**src/hw/rtl/htd_pkg.sv**
```systemverilog
package htd_pkg;

	localparam int LEN_W  = 6;
	localparam int CODE_W = 32;
	localparam int DATA_W = 8;
	localparam int SYM_W  = 8;
	localparam int GRP    = 16;
	localparam int GRP_W  = 4;

	typedef struct packed {
		logic              is_data;
		logic [SYM_W-1:0]  idx;
		logic [LEN_W-1:0]  len;
		logic [CODE_W-1:0] code;
		logic [DATA_W-1:0] data;
		logic              eos;
	} htd_item_t;

	typedef struct packed {
		logic             push;
		logic [SYM_W-1:0] sym;
		logic             status;
		logic             last;
	} htd_res_t;

	typedef enum logic [4:0] {
		S_IDLE  = 5'b00001,
		S_BIT   = 5'b00010,
		S_GRP   = 5'b00100,
		S_EMIT  = 5'b01000,
		S_FLUSH = 5'b10000
	} htd_state_t;

	localparam logic STATUS_OK  = 1'b0;
	localparam logic STATUS_ERR = 1'b1;
	localparam logic CMD_WRITE  = 1'b0;

	function automatic logic [CODE_W-1:0] code_mask(input logic [LEN_W-1:0] len);
		logic [CODE_W-1:0] m;
		if (len >= LEN_W'(CODE_W)) begin
			m = '1;
		end else begin
			m = (CODE_W'(1) << len) - CODE_W'(1);
		end
		return m;
	endfunction

endpackage

```
**src/hw/rtl/htd_front.sv**
```systemverilog
module htd_front #(
	parameter int TABLE_ENTRIES = 256
) (
	input  logic                        clk,
	input  logic                        arst_n,
	input  logic                        in_valid,
	output logic                        in_stall,
	input  logic                        cmd,
	input  logic [7:0]                  entry_index,
	input  logic [5:0]                  code_length,
	input  logic [31:0]                 code_bits,
	input  logic [7:0]                  data_byte,
	input  logic                        end_of_stream,
	output logic                        q_valid,
	output htd_pkg::htd_item_t          q_item,
	input  logic                        q_pop
);

	htd_pkg::htd_item_t mem_q [2];
	logic               wr_ptr_q;
	logic               rd_ptr_q;
	logic [1:0]         cnt_q;
	logic               accept;
	logic               keep;
	htd_pkg::htd_item_t item;

	assign in_stall = (cnt_q == 2'd2);
	assign accept   = in_valid && !in_stall;
	// Writes to entries beyond the table are dropped here.
	assign keep     = (cmd != htd_pkg::CMD_WRITE) ||
		({1'b0, entry_index} < 9'(TABLE_ENTRIES));

	always_comb begin
		item.is_data = (cmd != htd_pkg::CMD_WRITE);
		item.idx     = entry_index;
		item.len     = code_length;
		item.code    = code_bits;
		item.data    = data_byte;
		item.eos     = end_of_stream;
	end

	assign q_valid = (cnt_q != 2'd0);
	assign q_item  = mem_q[rd_ptr_q];

	always_ff @(posedge clk) begin
		if (accept && keep) begin
			mem_q[wr_ptr_q] <= item;
		end
	end

	always_ff @(posedge clk or negedge arst_n) begin
		if (!arst_n) begin
			wr_ptr_q <= 1'b0;
			rd_ptr_q <= 1'b0;
			cnt_q    <= 2'd0;
		end else begin
			if (accept && keep) begin
				wr_ptr_q <= !wr_ptr_q;
			end
			if (q_pop) begin
				rd_ptr_q <= !rd_ptr_q;
			end
			cnt_q <= cnt_q + 2'(accept && keep) - 2'(q_pop);
		end
	end

endmodule

```
**config.mk**
```make
export PLATFORM = sky130hd
export DESIGN_NAME = htd_front
export DESIGN_NICKNAME = d
export VERILOG_FILES = /design/src/hw/rtl/htd_pkg.sv /design/src/hw/rtl/htd_front.sv
export SDC_FILE = /design/constraint.sdc
export NUM_CORES = 1
export LEC_CHECK = 0
export CORE_UTILIZATION = 62
export DETAILED_ROUTE_END_ITERATION = 6
export DONT_BUFFER_PORTS = 1
export PLACE_DENSITY = 0.85
export SLEW_MARGIN = 10
export SYNTH_ARGS = -nofsm -noshare
export SYNTH_HDL_FRONTEND = slang
export SYNTH_SLANG_ARGS = --single-unit
```
**constraint.sdc**
```tcl
create_clock -name clk -period 4.05 [get_ports clk]
set_input_delay 0.2025 -clock clk [delete_from_list [all_inputs] [get_ports clk]]
set_output_delay 0.2025 -clock clk [all_outputs]
set_load 0.05 [all_outputs]
```
==> run_results.csv, run 1 <==
group,metric,value,unit
setup_path,cp-start-kind,"register",
floorplan,core-area,6790,sq um
timing,worst_pin_slew,1.07,ns
synth,synth_xor_area_share,0.804,%
clocking,h-tree-depth,4,
worst_hold_path,min_path_type,"in -> reg",
drt,drt_pass1_iterations,4,
floorplan,die_area,7360,sq um
floorplan,rows,30,
power_and_ir_drop,p_sw_share,39.4,%
global_routing,grt_pass1_vias,2159,
power_and_ir_drop,p_per_area,879,nW/um^2
power_and_ir_drop,pwr-share-comb,36.0,%
timing,maxSlewHeadroom,28.4,%
drt,drtIter0Drc,109,
global_routing,grt_max_degree,46,
setup_path,r2r-start,"cnt_q[1]$_DFF_PN0_",
layout,drive_above_1_share,32.5,%
synth,synth.top_cell.area_share,77.2,%
floorplan,dieWidth,85.8,microns
clocking,path_clk_slew,0.06,ns
global_routing,overflow,0,
synth,synth_top_cell_by_area,"edfxtp_1",
drt,antenna_left,0,
power_and_ir_drop,p_switching,1940,uW
synth,synthAdderAreaFrac,0.575,%
setup_path,worstSetupStartpoint,"rd_ptr_q$_DFFE_PN0P_",
floorplan,io_pins,118,
timing,fin_skew,0.00624,ns
synth,async_reset_ff_share,3.45,%
layout,syn2layout_area_growth,28.8,%
timing,max_freq,0.376,GHz
clocking,clk_latency,0.50,ns
clocking,cts_sinks,116,
global_routing,grt_pass1_wl,11300,microns
power_and_ir_drop,p_int,2980,uW
drt,routed_wirelength,7840,microns
synth,muxShareOfSynthArea,17.1,%
synth,yosys-top-cells-area,"edfxtp_1, mux2_4, mux2_2",
global_routing,grtUsageMet2,39.3,%
setup_path,worst-endpoint-arrival,2.46,ns
power_and_ir_drop,leakage,0.00201,uW
setup_path,worstSetupPathType,"reg -> out",
synth,synth_top_family_by_area,"multiplexers",
power_and_ir_drop,p_clk_share,27.5,%
global_routing,antenna_found_initial,0,
run_status,status,"finished, final reports clean",
layout,n_antenna_cell,0,
timing,final.setup.tns,0,ns
flow_run,maxCapViolCount,0,
place,port_buffers,0,
synth,synth_most_common_cell,"edfxtp_1",
synth,synth.cell_area,4360,sq um
clocking,cts_resized,0,
global_routing,grt_busiest_layer,"met2",
global_routing,met1_usage,23.2,%
timing,rsz0062_at_grt,"no",
clocking,cts_tree,"done",
timing,post-route-min-period,2.66,ns
clocking,cts_root_buf,"clkbuf_8",
power_and_ir_drop,seqPwrFrac,36.6,%
global_routing,grt_util_all_layers,22.4,%
place,place_congestion,0.647,
global_routing,grtUsageMet3,9.53,%
timing,period_share,65.7,%
timing,setup_viol_count_final,0,
synth,yosysSeqAreaShare,79.5,%
power_and_ir_drop,ir_drop,0.658,mV
clocking,cts_buffers,17,
setup_path,cp_max_fo,34,
place,dp_hpwl,4230,microns
synth,syn-num-nets,253,
clocking,clockBufferDepth,2,
drt,drc,0,
synth,synth_seq_cells,116,
clocking,post_cts_buffers,0,
synth,synth_cell_type_count,15,
floorplan,initial_core_util,64.1,%
timing,finalHoldViolCount,0,
floorplan,die_y,85.8,microns
drt,wire_per_inst,20.8,microns
layout,nNetsFinal,329,
synth,synthCells,191,
synth,yosysWarnings,0,
synth,synthSimpleGateAreaFrac,0.603,%
synth,synth_common_cells,"edfxtp_1, mux2_4, mux2_2, buf_6, dfrtp_1",
worst_hold_path,hold_start,"code_bits[1]",
timing,maxSlewViolCount,0,
synth,synth_top_flop_cell,"edfxtp_1",
drt,vias_per_cell,5.46,
synth,synth-compound-area-share,0,%
synth,synth-edff-count,112,
synth,avgSynthCellArea,22.8,sq um
setup_path,crit_path_end_kind,"output pin",
drt,vias,2054,
setup_path,crit_required,3.85,ns
timing,hold_ws,0.352,ns
==> registers in the layout, indices dropped and copies added, names as in the netlist <==
register	cells
cnt_q	2
mem_q	112
wr_ptr_q	1
rd_ptr_q	1
==> final cells by class <==
| class | instances | area [sq um] |
|---|---|---|
| Clock inverter | 15 | 141 |
| Multi-Input combinational cell | 67 | 838 |
| Tap cell | 96 | 120 |
| Timing Repair Buffer | 63 | 623 |
| Sequential cell | 116 | 3460 |
| Clock buffer | 17 | 414 |
| Inverter | 2 | 7.51 |
| Fill cell | 305 | 1180 |
==> what timing repair did <==
action,in CTS,in global routing
endpoints found under the hold margin,119,0
setup endpoints to repair,0,0
hold buffers,60,0
==> placed cells by master, fill, tap and decap left out <==
cell	n
and3_2	1
buf_4	3
bufinv_16	2
clkbuf_16	16
clkbuf_8	1
clkinv_1	4
clkinv_2	2
clkinv_4	3
clkinvlp_4	4
dfrtp_1	3
dfrtp_2	1
dlygate4sd3_1	60
edfxtp_1	112
ha_1	2
inv_1	2
mux2_2	26
mux2_4	30
nand2_1	1
nand2b_1	1
nor2_4	1
or2_2	1
xnor2_1	3
xor2_1	1
==> per-stage QoR <==
stage	setup WS (ns)	power, uW	cells	cell area, sq um	util [%]
4_1_cts	1.34	4940	376	5610	82.6
2_1_floorplan	0.646	3410	191	4360	-
3_5_place_dp	1.88	3540	284	4450	65.5
3_3_place_gp	1.93	3480	284	4450	65.5
5_1_grt	1.28	5070	376	5610	82.6
6_report	1.39	4930	376	5610	82.6
==> critical path: stages (launching register included) <==
cell     delay [ns]
dfrtp_2        0.93
buf_4          0.50
mux2_2         0.52
==> path summary, 6_finish.rpt <==
kind / to / slack [ns] / cells past startpoint
setup / recovery: q_item[3] / 1.39 / 2
hold / removal: mem_q[0][10]$_DFFE_PP_ / 0.35 / 1
setup reg to reg: mem_q[0][20]$_DFFE_PP_ / 1.85 / 4
hold reg to reg: cnt_q[0]$_DFF_PN0_ / 0.54 / 1
max in group asynchronous: rd_ptr_q$_DFFE_PN0P_ / 3.32 / 2
min in group asynchronous: cnt_q[0]$_DFF_PN0_ / 0.54 / 2
==> cell families after synthesis <==
| logic type | Yosys count |
|---|---|
| AND/OR/NAND/NOR | 5 |
| XOR/XNOR | 4 |
| multiplexers | 56 |
| buffers and inverters | 8 |
| flip-flops | 116 |
| adder cells (fa/ha/maj) | 2 |
==> power groups by stage <==
stage / Clock [uW] / Sequential [uW] / Combinational, uW
final: 1350 / 1800 / 1770
after global routing: 1420 / 1830 / 1830
after CTS: 1370 / 1800 / 1780
after detailed placement: 0 / 1820 / 1720
after global placement: 0 / 1800 / 1690
after floorplan: 0 / 1730 / 1670
==> routing by layer <==
metal / vias to the layer above / part of all wire (%)
met5: - / 0
met4: 0 / 1.5
met3: 12 / 6.6
met1: 1029 / 36
met2: 100 / 56
li1: 913 / -
Power figures use the tool's default switching activity.
==> run 2, diff against run 1 <==
clock period = 2.7 ns   (was 4.05 ns; I/O delays follow)
==> run 2 against run 1 <==
Effect of this change:
- global-route usage up 0.69 points
- design area up 0.45%
- clock skew up 0.00060 ns
- register-to-register slack worse by 1.1 ns
- sequential cell count unchanged
- die area unchanged
- critical path type unchanged
- combinational power up 55%
- sequential power up 49%
- sequential share of layout area down 0.27 points
- critical path depth unchanged
- first-iteration DRC count down 13%
- total power up 50%
==> run_results.csv, run 2 (synthesis gave the netlist of run 1 again) <==
group,metric,value,unit
run_status,status,"finished, final reports clean",
setup_path,cp_max_fo,26,
layout,layout.cells.most_common,"edfxtp_1",
floorplan,rows,30,
layout,n_antenna_cell,0,
layout,fill_cells,317,
global_routing,antenna_found_initial,0,
timing,rsz0062_at_grt,"no",
worst_hold_path,hold_end,"mem_q[1][46]$_DFFE_PP_",
layout,top_register,"mem_q",
setup_path,r2r-start,"cnt_q[1]$_DFF_PN0_",
clocking,clk_latency,0.50,ns
worst_hold_path,holdPathStages,1,
place,dpl-instance-area,4500,sq um
setup_path,worstSetupPathType,"reg -> out",
worst_hold_path,min_path_type,"in -> reg",
drt,routed_wirelength,7760,microns
drt,antenna_left,0,
drt,vias_per_cell,5.37,
timing,maxSlewViolCount,0,
floorplan,core-area,6790,sq um
flow_run,maxCapViolCount,0,
global_routing,grt_pass1_vias,2219,
layout,nNetsFinal,330,
power_and_ir_drop,ir_drop,0.947,mV
timing,finalHoldViolCount,0,
drt,drt_pass1_iterations,4,
timing,worst_pin_slew,0.736,ns
setup_path,crit_required,2.57,ns
power_and_ir_drop,p_per_area,1320,nW/um^2
layout,reg_top3,"mem_q: 112 flops, cnt_q: 2 flops",
layout,syn2layout_area_growth,29.4,%
clocking,clockBufferDepth,2,
drt,drc,0,
layout,largest_reg_flops,112,
timing,max_freq,0.447,GHz
global_routing,grt_max_degree,34,
floorplan,io_pins,118,
power_and_ir_drop,leakage,0.00203,uW
clocking,cts_tree,"done",
timing,setup_ws,0.462,ns
drt,vias,2019,
place,place_congestion,0.690,
drt,wire_per_inst,20.6,microns
setup_path,worstReg2RegEnd,"mem_q[0][48]$_DFFE_PP_",
clocking,path_clk_slew,0.05,ns
clocking,h-tree-depth,4,
global_routing,grt_util_all_layers,23.0,%
setup_path,reg2reg_slack,0.78,ns
place,port_buffers,0,
setup_path,crit_path_end_kind,"output pin",
layout,design_area,5630,sq um
clocking,cts_sinks,116,
timing,post-route-min-period,2.24,ns
global_routing,grt_pass1_wl,11600,microns
worst_hold_path,hold_start,"in_valid",
setup_path,worst-endpoint-arrival,2.10,ns
clocking,cts_buffers,17,
clocking,cts_root_buf,"clkbuf_8",
floorplan,dieWidth,85.8,microns
drt,drtIter0Drc,95,
place,dp_slack,0.800,ns
floorplan,die_y,85.8,microns
timing,fin_skew,0.00685,ns
timing,maxSlewHeadroom,50.8,%
global_routing,overflow,0,
setup_path,reg2regPathDepth,4,
timing,final.setup.tns,0,ns
layout,final_cell_mix,"edfxtp_1, dlygate4sd3_1, mux2_4, mux2_2, clkbuf_16",
floorplan,initial_core_util,64.1,%
timing,period_share,82.9,%
timing,setup_viol_count_final,0,
place,dp_hpwl,4360,microns
setup_path,cp-start-kind,"register",
floorplan,die_area,7360,sq um
layout,drive_above_1_share,32.9,%
-- run 2: cell types whose count changed in the layout (fill, tap and decap cells not counted) --
cell,delta
clkinv_2,+5
buf_12,+3
clkinv_4,-3
buf_4,-2
clkinv_1,-2
clkinvlp_4,-2
clkbuf_1,+1
-- run 2: area by class of cell --
class | instances | area (sq um) | share of cell area, %
Timing Repair Buffer | 64 | 668 | 11.9
Clock inverter | 13 | 118 | 2.09
Multi-Input combinational cell | 67 | 838 | 14.9
Inverter | 2 | 7.51 | 0.133
Tap cell | 96 | 120 | 2.13
Sequential cell | 116 | 3460 | 61.5
Clock buffer | 18 | 418 | 7.42
-- run 2: timing repair --
action | 4_1_cts | 5_1_grt
hold buffers | 60 | 0
hold endpoints to repair | 119 | 0
endpoints found under the setup margin | 0 | 0
buffers inserted | 0 | 0
resized for setup | 0 | 0
-- run 2: layer usage --
layer	vias up	global-route usage (%)	part of all wire [%]
li1	909	-	-
met1	1000	23.3	36
met2	92	40.8	56
met3	18	9.62	6.7
met4	0	11.5	2.0
met5	-	0	0
-- run 2: worst max path at each step --
stage / start / end / slack, ns / depth (start not counted)
after floorplan: cnt_q[1]$_DFF_PN0_ / mem_q[0][0]$_DFFE_PP_ / 0.23 / 3
after global placement: cnt_q[1]$_DFF_PN0_ / mem_q[0][54]$_DFFE_PP_ / 0.95 / 4
after detailed placement: cnt_q[0]$_DFF_PN0_ / mem_q[0][48]$_DFFE_PP_ / 0.80 / 4
after CTS: rd_ptr_q$_DFFE_PN0P_ / q_item[13] / 0.44 / 2
after global routing: rd_ptr_q$_DFFE_PN0P_ / q_item[47] / 0.37 / 2
final: rd_ptr_q$_DFFE_PN0P_ / q_item[13] / 0.46 / 2
-- run 2: through the flow --
stage	hold slack, ns	utilization [%]	total power (uW)	cells
2_1_floorplan	-0.161	-	5100	191
3_3_place_gp	-0.160	66.2	5260	285
3_5_place_dp	-0.160	66.2	5360	285
4_1_cts	0.267	82.9	7430	376
5_1_grt	0.267	82.9	7670	376
6_report	0.272	82.9	7410	376
-- run 2: where the power goes --
part | internal (uW) | switching, uW
combinational | 761 | 1970
sequential | 2470 | 211
clock | 1280 | 716
total | 4510 | 2900
-- run 2: worst max-delay path, stage by stage (launching register included) --
cell     delay [ns]
dfrtp_2        0.82
buf_12         0.28
mux2_2         0.49
==> run 3, diff against run 2 <==
CORE_UTILIZATION = 56   (was 62)
PLACE_DENSITY = 0.81   (was 0.85)
clock period = 1.9 ns   (was 2.7 ns; I/O delays follow)
==> run 3 against run 2 <==
Effect of this change:
- register-to-register slack worse by 0.56 ns
- sequential cell count did not move
- clock power grew 34%
- clock skew rose by 0.0092 ns
- total power grew 42%
- combinational power grew 51%
- utilization fell by 6.0 points
- routed wire length shrank 2.4%
==> run_results.csv, run 3 (synthesis gave the netlist of run 1 again) <==
group,metric,value,unit
run_status,status,"finished, final reports clean",
layout,syn2layout_area_growth,30.1,%
setup_path,cp-start-kind,"register",
floorplan,core-area,7370,sq um
timing,setup_viol_count_final,0,
clocking,h-tree-depth,4,
timing,setup_ws,0.151,ns
timing,post-route-min-period,1.75,ns
global_routing,grt_pass1_wl,11600,microns
layout,n_antenna_cell,0,
layout,final_cell_mix,"edfxtp_1, dlygate4sd3_1, mux2_4, mux2_2, clkbuf_16",
clocking,path_clk_slew,0.06,ns
clocking,clk_latency,0.50,ns
global_routing,overflow,0,
layout,drive_above_1_share,33.8,%
clocking,cts_buffers,17,
timing,fin_skew,0.0161,ns
power_and_ir_drop,ir_drop,1.11,mV
place,port_buffers,0,
layout,nNetsFinal,337,
layout,largest_reg_flops,112,
global_routing,antenna_found_initial,0,
floorplan,dieWidth,90.2,microns
place,dp_slack,0.244,ns
power_and_ir_drop,leakage,0.00205,uW
flow_run,maxCapViolCount,0,
floorplan,initial_core_util,59.1,%
drt,vias,2025,
floorplan,io_pins,118,
setup_path,crit_path_end_kind,"output pin",
power_and_ir_drop,p_per_area,1850,nW/um^2
timing,rsz0062_at_grt,"no",
clocking,cts_root_buf,"clkbuf_8",
clocking,cts_sinks,116,
setup_path,crit_required,1.80,ns
timing,final.setup.tns,0,ns
layout,reg_top3,"mem_q: 112 flops, cnt_q: 2 flops",
drt,antenna_left,0,
global_routing,grt_pass1_vias,2259,
clocking,cts_resized,0,
timing,max_freq,0.572,GHz
timing,maxSlewHeadroom,70.1,%
layout,top_register,"mem_q",
global_routing,grt_util_all_layers,19.9,%
floorplan,die_area,8130,sq um
timing,worst_pin_slew,0.449,ns
worst_hold_path,min_path_type,"in -> reg",
timing,period_share,92.0,%
drt,drc,0,
place,place_congestion,0.701,
drt,wire_per_inst,19.6,microns
layout,fill_cells,420,
floorplan,rows,31,
layout,layout.cells.most_common,"edfxtp_1",
timing,hold_ws,0.175,ns
power_and_ir_drop,power,10500,uW
timing,finalHoldViolCount,0,
setup_path,cp_max_fo,35,
setup_path,worst-endpoint-arrival,1.65,ns
drt,drtIter0Drc,102,
timing,maxSlewViolCount,0,
drt,routed_wirelength,7580,microns
clocking,cts_tree,"done",
drt,vias_per_cell,5.25,
clocking,clockBufferDepth,2,
setup_path,worstSetupPathType,"reg -> out",
floorplan,die_y,90.2,microns
place,dpl.cell_count,291,
drt,drt_pass1_iterations,4,
layout,finalNonFillerCells,386,
global_routing,grt_max_degree,36,
==> run 3: worst paths after layout <==
kind	startpoint	endpoint	slack, ns	depth (start not counted)
worst max register to register	cnt_q[0]$_DFF_PN0_	cnt_q[1]$_DFF_PN0_	0.22	7
max in group asynchronous	arst_n	rd_ptr_q$_DFFE_PN0P_	1.26	2
worst max-delay path	rd_ptr_q$_DFFE_PN0P_	q_item[51]	0.15	2
worst min-delay path	in_valid	mem_q[1][10]$_DFFE_PP_	0.17	2
min in group asynchronous	arst_n	cnt_q[0]$_DFF_PN0_	0.43	2
worst min register to register	cnt_q[0]$_DFF_PN0_	cnt_q[0]$_DFF_PN0_	0.56	1
==> run 3: layer usage <==
layer	track usage [%]	vias up	part of all wire [%]
li1	-	920	-
met1	23.1	1004	40
met2	32.8	96	52
met3	8.46	5	7.2
met4	7.66	0	0.81
met5	0	-	0
==> run 3: stage by stage <==
stage	cell area, sq um	utilization (%)
final	5670	76.9
after floorplan	4360	-
after global placement	4510	61.2
after CTS	5670	76.9
after global routing	5670	76.9
after detailed placement	4510	61.2
==> run 3: layout make-up <==
cell class	instances	area, sq um	share of cell area [%]
sequential	116	3460	61.1
multi-input combinational	67	838	14.8
timing repair buffer	71	721	12.7
clock buffer	19	422	7.44
tap	99	124	2.19
clock inverter	12	91.3	1.61
inverter	2	7.51	0.132
==> run 3: what timing repair did <==
item / in CTS / in global routing
buffers inserted: 4 / 0
hold endpoints to repair: 120 / 0
endpoints found under the setup margin: 27 / 0
hold buffers: 60 / 0
==> run 3: worst max-delay path: stages, from the launching register on <==
cell     delay [ns]
dfrtp_2        0.40
buf_12         0.25
mux2_2         0.50
==> run 3: report_power, final <==
part / total (uW) / switching (uW) / internal, uW
combinational: 4130 / 2950 / 1170
clock: 2680 / 990 / 1690
sequential: 3690 / 182 / 3510
total: 10500 / 4130 / 6370
